==> src/rtl/arpc_pkg.sv <==
// Shared types, codes and constants of the ARP cache with aging.
package arpc_pkg;

    localparam int DEF_TABLE_DEPTH = 16;
    localparam int QUEUE_DEPTH     = 2;

    localparam int IP_W     = 32;
    localparam int MAC_W    = 48;
    localparam int STAMP_W  = 32;
    localparam int AGE_W    = 31;
    localparam int FUNC_W   = 3;
    localparam int STATUS_W = 2;
    localparam int COUNT_W  = 5;

    localparam logic [AGE_W-1:0]   MAX_AGE_RESET = 31'd300;
    localparam logic [COUNT_W-1:0] COUNT_MAX     = 5'd31;

    localparam logic [FUNC_W-1:0] FUNC_LOOKUP = 3'd0;
    localparam logic [FUNC_W-1:0] FUNC_ADD    = 3'd1;
    localparam logic [FUNC_W-1:0] FUNC_REMOVE = 3'd2;
    localparam logic [FUNC_W-1:0] FUNC_TICK   = 3'd3;
    localparam logic [FUNC_W-1:0] FUNC_FLUSH  = 3'd4;

    localparam logic [STATUS_W-1:0] STATUS_OK   = 2'd0;
    localparam logic [STATUS_W-1:0] STATUS_FULL = 2'd1;
    localparam logic [STATUS_W-1:0] STATUS_MISS = 2'd2;

    typedef struct packed {
        logic [FUNC_W-1:0] func;
        logic [IP_W-1:0]   ip_addr;
        logic [MAC_W-1:0]  mac_addr;
        logic              is_permanent;
    } arpc_in_t;

    typedef struct packed {
        logic [STATUS_W-1:0] status;
        logic [MAC_W-1:0]    mac_out;
        logic [COUNT_W-1:0]  removed_count;
    } arpc_out_t;

    typedef enum logic [2:0] {
        OP_LOOKUP,
        OP_ADD,
        OP_REMOVE,
        OP_TICK,
        OP_FLUSH,
        OP_NOP
    } op_t;

    typedef struct packed {
        op_t              op;
        logic [IP_W-1:0]  ip;
        logic [MAC_W-1:0] mac;
        logic             perm;
    } cmd_t;

    typedef struct packed {
        logic clearing;
    } back_stat_t;

    typedef enum logic [1:0] {
        ST_CLEAR,
        ST_IDLE,
        ST_SCAN,
        ST_FINISH
    } back_state_t;

    typedef struct packed {
        logic               valid;
        logic               perm;
        logic [IP_W-1:0]    ip;
        logic [MAC_W-1:0]   mac;
        logic [STAMP_W-1:0] stamp;
    } entry_t;

endpackage

==> src/rtl/arpc_front.sv <==
// Input side: accepts items, decodes the function code and pushes commands.
module arpc_front (
    input  logic                in_valid,
    output logic                in_stall,
    input  arpc_pkg::arpc_in_t  in_item,
    input  arpc_pkg::back_stat_t stat,
    input  logic                q_full,
    output logic                q_push,
    output arpc_pkg::cmd_t      q_data
);
    import arpc_pkg::*;

    op_t op;

    always_comb
    begin
        unique case (in_item.func)
            FUNC_LOOKUP: op = OP_LOOKUP;
            FUNC_ADD:    op = OP_ADD;
            FUNC_REMOVE: op = OP_REMOVE;
            FUNC_TICK:   op = OP_TICK;
            FUNC_FLUSH:  op = OP_FLUSH;
            default:     op = OP_NOP;
        endcase
    end

    // hold off items while the queue is full or the table is cleared after reset
    assign in_stall    = q_full || stat.clearing;
    assign q_push      = in_valid && !in_stall;
    assign q_data.op   = op;
    assign q_data.ip   = in_item.ip_addr;
    assign q_data.mac  = in_item.mac_addr;
    assign q_data.perm = in_item.is_permanent;

endmodule

==> src/rtl/arpc_queue.sv <==
// Short command queue between the front and the back.
module arpc_queue (
    input  logic           clk,
    input  logic           rst_n,
    input  logic           push,
    input  arpc_pkg::cmd_t push_data,
    output logic           full,
    input  logic           pop,
    output logic           head_valid,
    output arpc_pkg::cmd_t head
);
    import arpc_pkg::*;

    localparam int PTR_W = $clog2(QUEUE_DEPTH);
    localparam int CNT_W = $clog2(QUEUE_DEPTH + 1);
    localparam logic [CNT_W-1:0] FULL_CNT = CNT_W'(QUEUE_DEPTH);

    cmd_t             slot_reg [QUEUE_DEPTH];
    logic [PTR_W-1:0] wr_ptr_reg, wr_ptr_next;
    logic [PTR_W-1:0] rd_ptr_reg, rd_ptr_next;
    logic [CNT_W-1:0] count_reg, count_next;

    assign full       = (count_reg == FULL_CNT);
    assign head_valid = (count_reg != '0);
    assign head       = slot_reg[rd_ptr_reg];

    always_comb
    begin
        wr_ptr_next = push ? wr_ptr_reg + 1'b1 : wr_ptr_reg;
        rd_ptr_next = pop ? rd_ptr_reg + 1'b1 : rd_ptr_reg;
        count_next  = count_reg;
        if (push && !pop)
        begin
            count_next = count_reg + 1'b1;
        end
        else if (pop && !push)
        begin
            count_next = count_reg - 1'b1;
        end
    end

    always_ff @(posedge clk or negedge rst_n)
    begin
        if (!rst_n)
        begin
            wr_ptr_reg <= '0;
            rd_ptr_reg <= '0;
            count_reg  <= '0;
        end
        else
        begin
            wr_ptr_reg <= wr_ptr_next;
            rd_ptr_reg <= rd_ptr_next;
            count_reg  <= count_next;
        end
    end

    always_ff @(posedge clk)
    begin
        if (push)
        begin
            slot_reg[wr_ptr_reg] <= push_data;
        end
    end

endmodule

==> src/rtl/arpc_back.sv <==
// Execution side: slot memory, scan sequencer, seconds counter and result register.
module arpc_back #(
    parameter int TABLE_DEPTH = arpc_pkg::DEF_TABLE_DEPTH
) (
    input  logic                            clk,
    input  logic                            rst_n,
    input  logic                            q_valid,
    input  arpc_pkg::cmd_t                  q_head,
    output logic                            q_pop,
    output arpc_pkg::back_stat_t            stat,
    input  logic                            cfg_wr_en,
    input  logic [arpc_pkg::AGE_W-1:0]      cfg_wr_data,
    output logic                            out_valid,
    input  logic                            out_stall,
    output arpc_pkg::arpc_out_t             out_item
);
    import arpc_pkg::*;

    localparam int IDX_W = (TABLE_DEPTH > 1) ? $clog2(TABLE_DEPTH) : 1;
    localparam logic [IDX_W-1:0] LAST_IDX = IDX_W'(TABLE_DEPTH - 1);

    entry_t             mem [TABLE_DEPTH];
    entry_t             rd_data_reg;

    back_state_t        state_reg, state_next;
    cmd_t               cmd_reg;
    logic [IDX_W-1:0]   idx_reg;
    logic               issue_on_reg;
    logic               chk_vld_reg;
    logic [IDX_W-1:0]   chk_idx_reg;
    logic               found_reg;
    logic [IDX_W-1:0]   found_idx_reg;
    logic               free_reg;
    logic [IDX_W-1:0]   free_idx_reg;
    logic [MAC_W-1:0]   mac_hit_reg;
    logic [COUNT_W-1:0] count_reg;
    logic [STAMP_W-1:0] now_reg;
    logic [AGE_W-1:0]   max_age_reg;
    logic               out_valid_reg;
    arpc_out_t          out_reg;

    logic               chk_match, chk_free, chk_expire, chk_last;
    logic [STAMP_W-1:0] age;
    logic               out_free, fin_fire, scan_op;
    logic               mem_we;
    logic [IDX_W-1:0]   mem_waddr;
    entry_t             mem_wdata;
    arpc_out_t          result;

    assign age        = now_reg - rd_data_reg.stamp;
    assign chk_match  = chk_vld_reg && rd_data_reg.valid && (rd_data_reg.ip == cmd_reg.ip);
    assign chk_free   = chk_vld_reg && !rd_data_reg.valid;
    assign chk_expire = chk_vld_reg && (cmd_reg.op == OP_FLUSH) && rd_data_reg.valid
                        && !rd_data_reg.perm && (age > {1'b0, max_age_reg});
    assign chk_last   = chk_vld_reg && (chk_idx_reg == LAST_IDX);
    assign out_free   = !out_valid_reg || !out_stall;
    assign scan_op    = (q_head.op != OP_TICK) && (q_head.op != OP_NOP);

    // next state
    always_comb
    begin
        state_next = state_reg;
        unique case (state_reg)
            ST_CLEAR:
            begin
                if (idx_reg == LAST_IDX)
                begin
                    state_next = ST_IDLE;
                end
            end
            ST_IDLE:
            begin
                if (q_valid)
                begin
                    state_next = scan_op ? ST_SCAN : ST_FINISH;
                end
            end
            ST_SCAN:
            begin
                if (chk_last)
                begin
                    state_next = ST_FINISH;
                end
            end
            ST_FINISH:
            begin
                if (out_free)
                begin
                    state_next = ST_IDLE;
                end
            end
            default: state_next = ST_CLEAR;
        endcase
    end

    // outputs of the sequencer
    always_comb
    begin
        q_pop         = 1'b0;
        fin_fire      = 1'b0;
        stat.clearing = 1'b0;
        mem_we        = 1'b0;
        mem_waddr     = chk_idx_reg;
        mem_wdata     = '0;
        unique case (state_reg)
            ST_CLEAR:
            begin
                stat.clearing = 1'b1;
                mem_we        = 1'b1;
                mem_waddr     = idx_reg;
            end
            ST_IDLE:
            begin
                q_pop = q_valid;
            end
            ST_SCAN:
            begin
                // drop expired entries as they stream past
                if (chk_expire)
                begin
                    mem_we          = 1'b1;
                    mem_waddr       = chk_idx_reg;
                    mem_wdata       = rd_data_reg;
                    mem_wdata.valid = 1'b0;
                end
            end
            ST_FINISH:
            begin
                fin_fire = out_free;
                if (out_free && (cmd_reg.op == OP_ADD) && (found_reg || free_reg))
                begin
                    mem_we          = 1'b1;
                    mem_waddr       = found_reg ? found_idx_reg : free_idx_reg;
                    mem_wdata.valid = 1'b1;
                    mem_wdata.perm  = cmd_reg.perm;
                    mem_wdata.ip    = cmd_reg.ip;
                    mem_wdata.mac   = cmd_reg.mac;
                    mem_wdata.stamp = now_reg;
                end
                else if (out_free && (cmd_reg.op == OP_REMOVE) && found_reg)
                begin
                    mem_we    = 1'b1;
                    mem_waddr = found_idx_reg;
                end
            end
            default: ;
        endcase
    end

    always_comb
    begin
        result = '0;
        case (cmd_reg.op)
            OP_LOOKUP:
            begin
                result.status  = found_reg ? STATUS_OK : STATUS_MISS;
                result.mac_out = found_reg ? mac_hit_reg : '0;
            end
            OP_ADD:    result.status = (found_reg || free_reg) ? STATUS_OK : STATUS_FULL;
            OP_REMOVE: result.status = found_reg ? STATUS_OK : STATUS_MISS;
            OP_FLUSH:  result.removed_count = count_reg;
            default:   result = '0;
        endcase
    end

    always_ff @(posedge clk or negedge rst_n)
    begin
        if (!rst_n)
        begin
            state_reg     <= ST_CLEAR;
            idx_reg       <= '0;
            issue_on_reg  <= 1'b0;
            chk_vld_reg   <= 1'b0;
            found_reg     <= 1'b0;
            free_reg      <= 1'b0;
            count_reg     <= '0;
            now_reg       <= '0;
            max_age_reg   <= MAX_AGE_RESET;
            out_valid_reg <= 1'b0;
        end
        else
        begin
            state_reg   <= state_next;
            chk_vld_reg <= issue_on_reg;
            if (cfg_wr_en)
            begin
                max_age_reg <= cfg_wr_data;
            end
            if (state_reg == ST_CLEAR && idx_reg != LAST_IDX)
            begin
                idx_reg <= idx_reg + 1'b1;
            end
            if (q_pop)
            begin
                idx_reg      <= '0;
                issue_on_reg <= scan_op;
                found_reg    <= 1'b0;
                free_reg     <= 1'b0;
                count_reg    <= '0;
            end
            else if (issue_on_reg)
            begin
                if (idx_reg == LAST_IDX)
                begin
                    issue_on_reg <= 1'b0;
                end
                else
                begin
                    idx_reg <= idx_reg + 1'b1;
                end
            end
            if (chk_match && !found_reg)
            begin
                found_reg <= 1'b1;
            end
            if (chk_free && !free_reg)
            begin
                free_reg <= 1'b1;
            end
            if (chk_expire && count_reg != COUNT_MAX)
            begin
                count_reg <= count_reg + 1'b1;
            end
            if (fin_fire && cmd_reg.op == OP_TICK)
            begin
                now_reg <= now_reg + 1'b1;
            end
            if (fin_fire)
            begin
                out_valid_reg <= 1'b1;
            end
            else if (!out_stall)
            begin
                out_valid_reg <= 1'b0;
            end
        end
    end

    always_ff @(posedge clk)
    begin
        if (q_pop)
        begin
            cmd_reg <= q_head;
        end
        chk_idx_reg <= idx_reg;
        if (chk_match && !found_reg)
        begin
            found_idx_reg <= chk_idx_reg;
            mac_hit_reg   <= rd_data_reg.mac;
        end
        if (chk_free && !free_reg)
        begin
            free_idx_reg <= chk_idx_reg;
        end
        if (fin_fire)
        begin
            out_reg <= result;
        end
    end

    // slot memory: one write port, one registered read port
    always_ff @(posedge clk)
    begin
        if (mem_we)
        begin
            mem[mem_waddr] <= mem_wdata;
        end
        rd_data_reg <= mem[idx_reg];
    end

    assign out_valid = out_valid_reg;
    assign out_item  = out_reg;

endmodule

==> src/rtl/arp_cache_with_aging_unit.sv <==
// Top level of the ARP cache with aging: front, command queue and back.
// Lookup, add, remove and flush scan every slot of the table before their result; tick and
// unused codes skip the scan. One item runs in the back at a time, so the back takes no new
// item before the result of the last one is registered.
// A two-entry queue takes items while the back works or a result waits.
// After reset a clearing pass over every slot holds in_stall high.
module arp_cache_with_aging_unit #(
    parameter int TABLE_DEPTH = arpc_pkg::DEF_TABLE_DEPTH
) (
    input  logic                       clk,
    input  logic                       rst_n,
    input  logic                       in_valid,
    output logic                       in_stall,
    input  arpc_pkg::arpc_in_t         in_item,
    output logic                       out_valid,
    input  logic                       out_stall,
    output arpc_pkg::arpc_out_t        out_item,
    input  logic                       cfg_wr_en,
    input  logic [arpc_pkg::AGE_W-1:0] cfg_wr_data
);
    import arpc_pkg::*;

    back_stat_t stat;
    logic       q_full, q_push, q_pop, q_valid;
    cmd_t       q_data, q_head;

    arpc_front u_front (
        .in_valid (in_valid),
        .in_stall (in_stall),
        .in_item  (in_item),
        .stat     (stat),
        .q_full   (q_full),
        .q_push   (q_push),
        .q_data   (q_data)
    );

    arpc_queue u_queue (
        .clk        (clk),
        .rst_n      (rst_n),
        .push       (q_push),
        .push_data  (q_data),
        .full       (q_full),
        .pop        (q_pop),
        .head_valid (q_valid),
        .head       (q_head)
    );

    arpc_back #(
        .TABLE_DEPTH (TABLE_DEPTH)
    ) u_back (
        .clk         (clk),
        .rst_n       (rst_n),
        .q_valid     (q_valid),
        .q_head      (q_head),
        .q_pop       (q_pop),
        .stat        (stat),
        .cfg_wr_en   (cfg_wr_en),
        .cfg_wr_data (cfg_wr_data),
        .out_valid   (out_valid),
        .out_stall   (out_stall),
        .out_item    (out_item)
    );

endmodule

==> config.mk <==
export PLATFORM = sky130hd
export DESIGN_NAME = arp_cache_with_aging_unit
export DESIGN_NICKNAME = d
export VERILOG_FILES = /design/src/rtl/arpc_pkg.sv /design/src/rtl/arpc_front.sv /design/src/rtl/arpc_queue.sv /design/src/rtl/arpc_back.sv /design/src/rtl/arp_cache_with_aging_unit.sv
export SDC_FILE = /design/constraint.sdc
export NUM_CORES = 2
export LEC_CHECK = 0
export ABC_CLOCK_PERIOD_IN_PS = 11500
export BUFFER_PORTS_ARGS = -buffer_cell sky130_fd_sc_hd__buf_4
export CAP_MARGIN = 20
export CORE_MARGIN = 1.5
export CORE_UTILIZATION = 44
export DETAILED_ROUTE_END_ITERATION = 10
export GPL_ROUTABILITY_DRIVEN = 0
export SLEW_MARGIN = 20
export SYNTH_ARGS = -nofsm -noshare
export SYNTH_HDL_FRONTEND = slang
export SYNTH_SLANG_ARGS = --single-unit
==> constraint.sdc <==
create_clock -name clk -period 11.5 [get_ports clk]
set_input_delay 2.3 -clock clk [delete_from_list [all_inputs] [get_ports clk]]
set_output_delay 2.3 -clock clk [all_outputs]
set_load 0.01 [all_outputs]
==> key figures <==
Worst setup path
  – Worst Path Required: 11.97 ns
  – Slowest CP cell: buf_4
  – Worst EP arrival: 8.04 ns
  – Critical Path Fanout Max: 45
  – Worst-path cell chain: ha_1 > o211ai_1 > a21oi_1 > o21ai_0 > nor2b_1 > nor2_1 > a31o_2 > a21o_1 > a21oi_1 > xnor2_1 > ha_1 > nand3_1 > nor4_1 > o221ai_1 > a31oi_1 > nor2b_1 > a211oi_4 > o2111ai_2 > nor2_4 > buf_4 > buf_4
  – Max stage delay on crit path: 0.83 ns
  – Flop2flop setup slack: 3.93 ns
  – Crit Path Category: reg -> reg
  – Delay-heaviest family, CP: compound AO/OA/AOI/OAI gates
  – Reg2Reg Depth: 21
  – Crit. End Element: flop
  – Startpoint Class: flop
  – Buffers & Inverters on Critical Path: 2
  – Worst reg2reg endpoint: u_back.mem[4][49]$_DFFE_PP_
  – Reg-to-Reg Start: u_back.now_reg[2]$_DFFE_PN0P_

Clock network
  – Worst-case clock buffer depth: 3
  – Post-cts resize count: 0
  – CTS clock-pin slew for the worst setup and hold paths: 0.06 ns
  – CTS Buf Count: 235
  – CTS tree: done
  – Num Clock Sinks: 2388
  – Post-CTS Hold Fix Bufs: 0
  – Post-CTS setup buffers: 0
  – Clock latency on the worst-skew pair: 0.87 ns
  – Clock Root Buffer: clkbuf_16
  – H-tree level count: 4

Pwr
  – Max IR drop VDD: 0.214 mV
  – Pwr Total: 24.8 mW
  – P_leak: 35.8 nW
  – PD cells: 241 nW/um^2

Die
  – DIE AREA: 208000 sq um
  – Std cell rows: 166
  – # IOs: 177
  – Placeable core area: 205000 sq um
  – Die Span Y: 456 microns
  – Die Wd: 456 microns
  – Starting density of the core: 44.2%

Layout
  – Layout net count: 4586
  – Layout fillers: 16000
  – Layout Cells excl Fill: 7294
  – Final core utilization: 50.5%
  – Share of cells above drive strength 1: 28.3%
  – Max reg flops: 1824
  – Area Overhead vs Synth: 14.1%

Placement
  – Place WS: 3.88 ns
  – Port Buffers: 176
  – DP Wirelength: 114000 microns
  – Number of cells after detailed placement: 6844

Detailed routing
  – Total Routed Length: 209000 microns
  – DRT iter0 DRCs: 4550
  – TritonRoute pass-1 iters: 5
  – Antenna Nets Post-Route: 0
  – Post-route DRC: 0
  – Via/cell ratio: 5.75
  – DR WL/cell: 28.6 microns
  – Vias post-DR: 41900

Synth
  – Synth unique cells: 67
  – Post-synth EDFFs: 2187
  – #FFs+latches synth: 2388
  – Synthesized area: 90500 sq um
  – Post-synthesis sequential area ratio: 77.5%
  – Synth Warn #: 0
  – Mean Syn Cell Area: 22.1 sq um
  – Syn Nets: 4277
  – Post-Syn Instances: 4085
  – Ys async rst share: 3.48%
  – Ys flop type: edfxtp_1

Min path
  – Hold Path Sink: u_back.mac_hit_reg[39]$_DFFE_PP_
  – Cells on Worst Hold Path: 0
  – Min-delay src: u_back.rd_data_reg[71]$_DFF_P_
  – Worst min path class: reg -> reg

Run
  – MaxCap Viol Count: 0

Timing
  – Final Hold Viols: 0
  – Crit path time final: 7.57 ns
  – RSZ-0062 raised after global routing: no
  – Fin worst setup slack: 3.93 ns
  – Final setup vio count: 0
  – Worst slew pin tran: 1.11 ns
  – Worst Clk Skew: 0.0677 ns
  – Crit share post-route: 65.8%
  – Highest Clock Rate: 132 MHz
  – Max-slew headroom: 25.8%
  – Max-slew violations: 0
  – Fin Setup TNS: 0 ns

Global routing
  – Largest net degree at the start of global routing: 164
  – Vias in the first global route: 43300
  – Grt ovf: 0
  – First-pass GRT wire length: 306000 microns
  – Total track usage: 20.2%
  – Initial antenna violation count: 10

Outcome
  – Outcome: complete, no violations
metal layers:
metal	global-route usage (%)	part of all wire (%)	routed length (microns)
met4	5.02	2.1	4320
met5	0	0	0
met3	3.67	6.4	13300
met2	31.6	47	99100
met1	29.5	44	91900
area by class of cell:
type	instances	area (sq um)	share of cell area, %
flip-flops and latches	2388	70100	67.9
well taps	2688	3360	3.26
multi-input cells	1429	19500	18.9
clock buffers	328	6470	6.27
repair buffers	254	2120	2.06
clock inverters	119	1310	1.27
diodes	2	5.00	0.00485
inverters	86	334	0.324
cell families (layout without fill, tap and decap cells):
family                   Yosys count  count (layout)  synth area share (%)
other                              0               2                     0
AO/OA/AOI/OAI                    297             297                  2.45
adder cells (fa/ha/maj)           72              72                  1.00
XOR/XNOR                          99              99                 0.958
AND/OR/NAND/NOR                  302             302                  1.65
buffers and inverters            268             787                  1.14
flip-flops                      2388            2388                  77.5
multiplexers                     659             659                  15.3
synthesized netlist by cell type (22+ instances only):
| library cell | instances | area, sq um |
|---|---|---|
| a21o_1 | 22 | 165 |
| a21oi_1 | 33 | 165 |
| a22o_1 | 112 | 981 |
| and2_1 | 56 | 350 |
| buf_1 | 53 | 199 |
| clkbuf_1 | 119 | 447 |
| dfrtp_1 | 79 | 1980 |
| dfxtp_1 | 118 | 2360 |
| edfxtp_1 | 2187 | 65700 |
| ha_1 | 71 | 888 |
| inv_1 | 85 | 319 |
| mux2_2 | 87 | 980 |
| mux4_2 | 570 | 12800 |
| nand2_1 | 80 | 300 |
| nand3_1 | 32 | 160 |
| nor2_1 | 64 | 240 |
| o21ai_0 | 57 | 285 |
| xnor2_1 | 64 | 561 |
| xor2_1 | 35 | 307 |
how the worst max path moves through the flow:
stage / end / slack, ns / start / cells past startpoint
2_1_floorplan: u_back.mem[0][0]$_DFFE_PP_ / 1.86 / u_back.now_reg[0]$_DFFE_PN0P_ / 24
3_3_place_gp: u_back.mem[2][73]$_DFFE_PP_ / 3.88 / u_back.now_reg[0]$_DFFE_PN0P_ / 24
3_5_place_dp: u_back.mem[4][33]$_DFFE_PP_ / 3.88 / u_back.now_reg[0]$_DFFE_PN0P_ / 25
4_1_cts: u_back.mem[4][10]$_DFFE_PP_ / 3.85 / u_back.now_reg[0]$_DFFE_PN0P_ / 25
5_1_grt: u_back.mem[4][49]$_DFFE_PP_ / 3.40 / u_back.now_reg[6]$_DFFE_PN0P_ / 21
6_report: u_back.mem[4][49]$_DFFE_PP_ / 3.93 / u_back.now_reg[2]$_DFFE_PN0P_ / 21
cells in the final DEF, fill, tap and decap left out, drive strengths merged, types with 20 or more instances in the layout:
cell	instances
mux4	570
ha	71
a22o	112
nand3	32
clkinv	82
buf	254
a21oi	33
xor2	35
mux2	87
nand2	80
and2	56
dfxtp	118
dfrtp	79
o21ai	58
clkbuf	328
xnor2	64
nor2	64
inv	94
edfxtp	2187
nand4	20
a21o	22
bufinv	20
where the power goes:
group	switching, mW	leakage, nW	internal (mW)	total (mW)
registers	0.699	24.1	10.9	11.6
clock network	3.26	3.78	4.39	7.65
logic	3.06	7.90	2.48	5.54
total	7.02	35.8	17.8	24.8
stage by stage:
| step | cell area, sq um | hold slack, ns |
|---|---|---|
| global placement | 95300 | 0.426 |
| global route | 103000 | 0.451 |
| floorplan | 90500 | 0.345 |
| detailed placement | 95400 | 0.424 |
| finish | 103000 | 0.441 |
| CTS | 103000 | 0.445 |
Power figures use the tool's default switching activity.
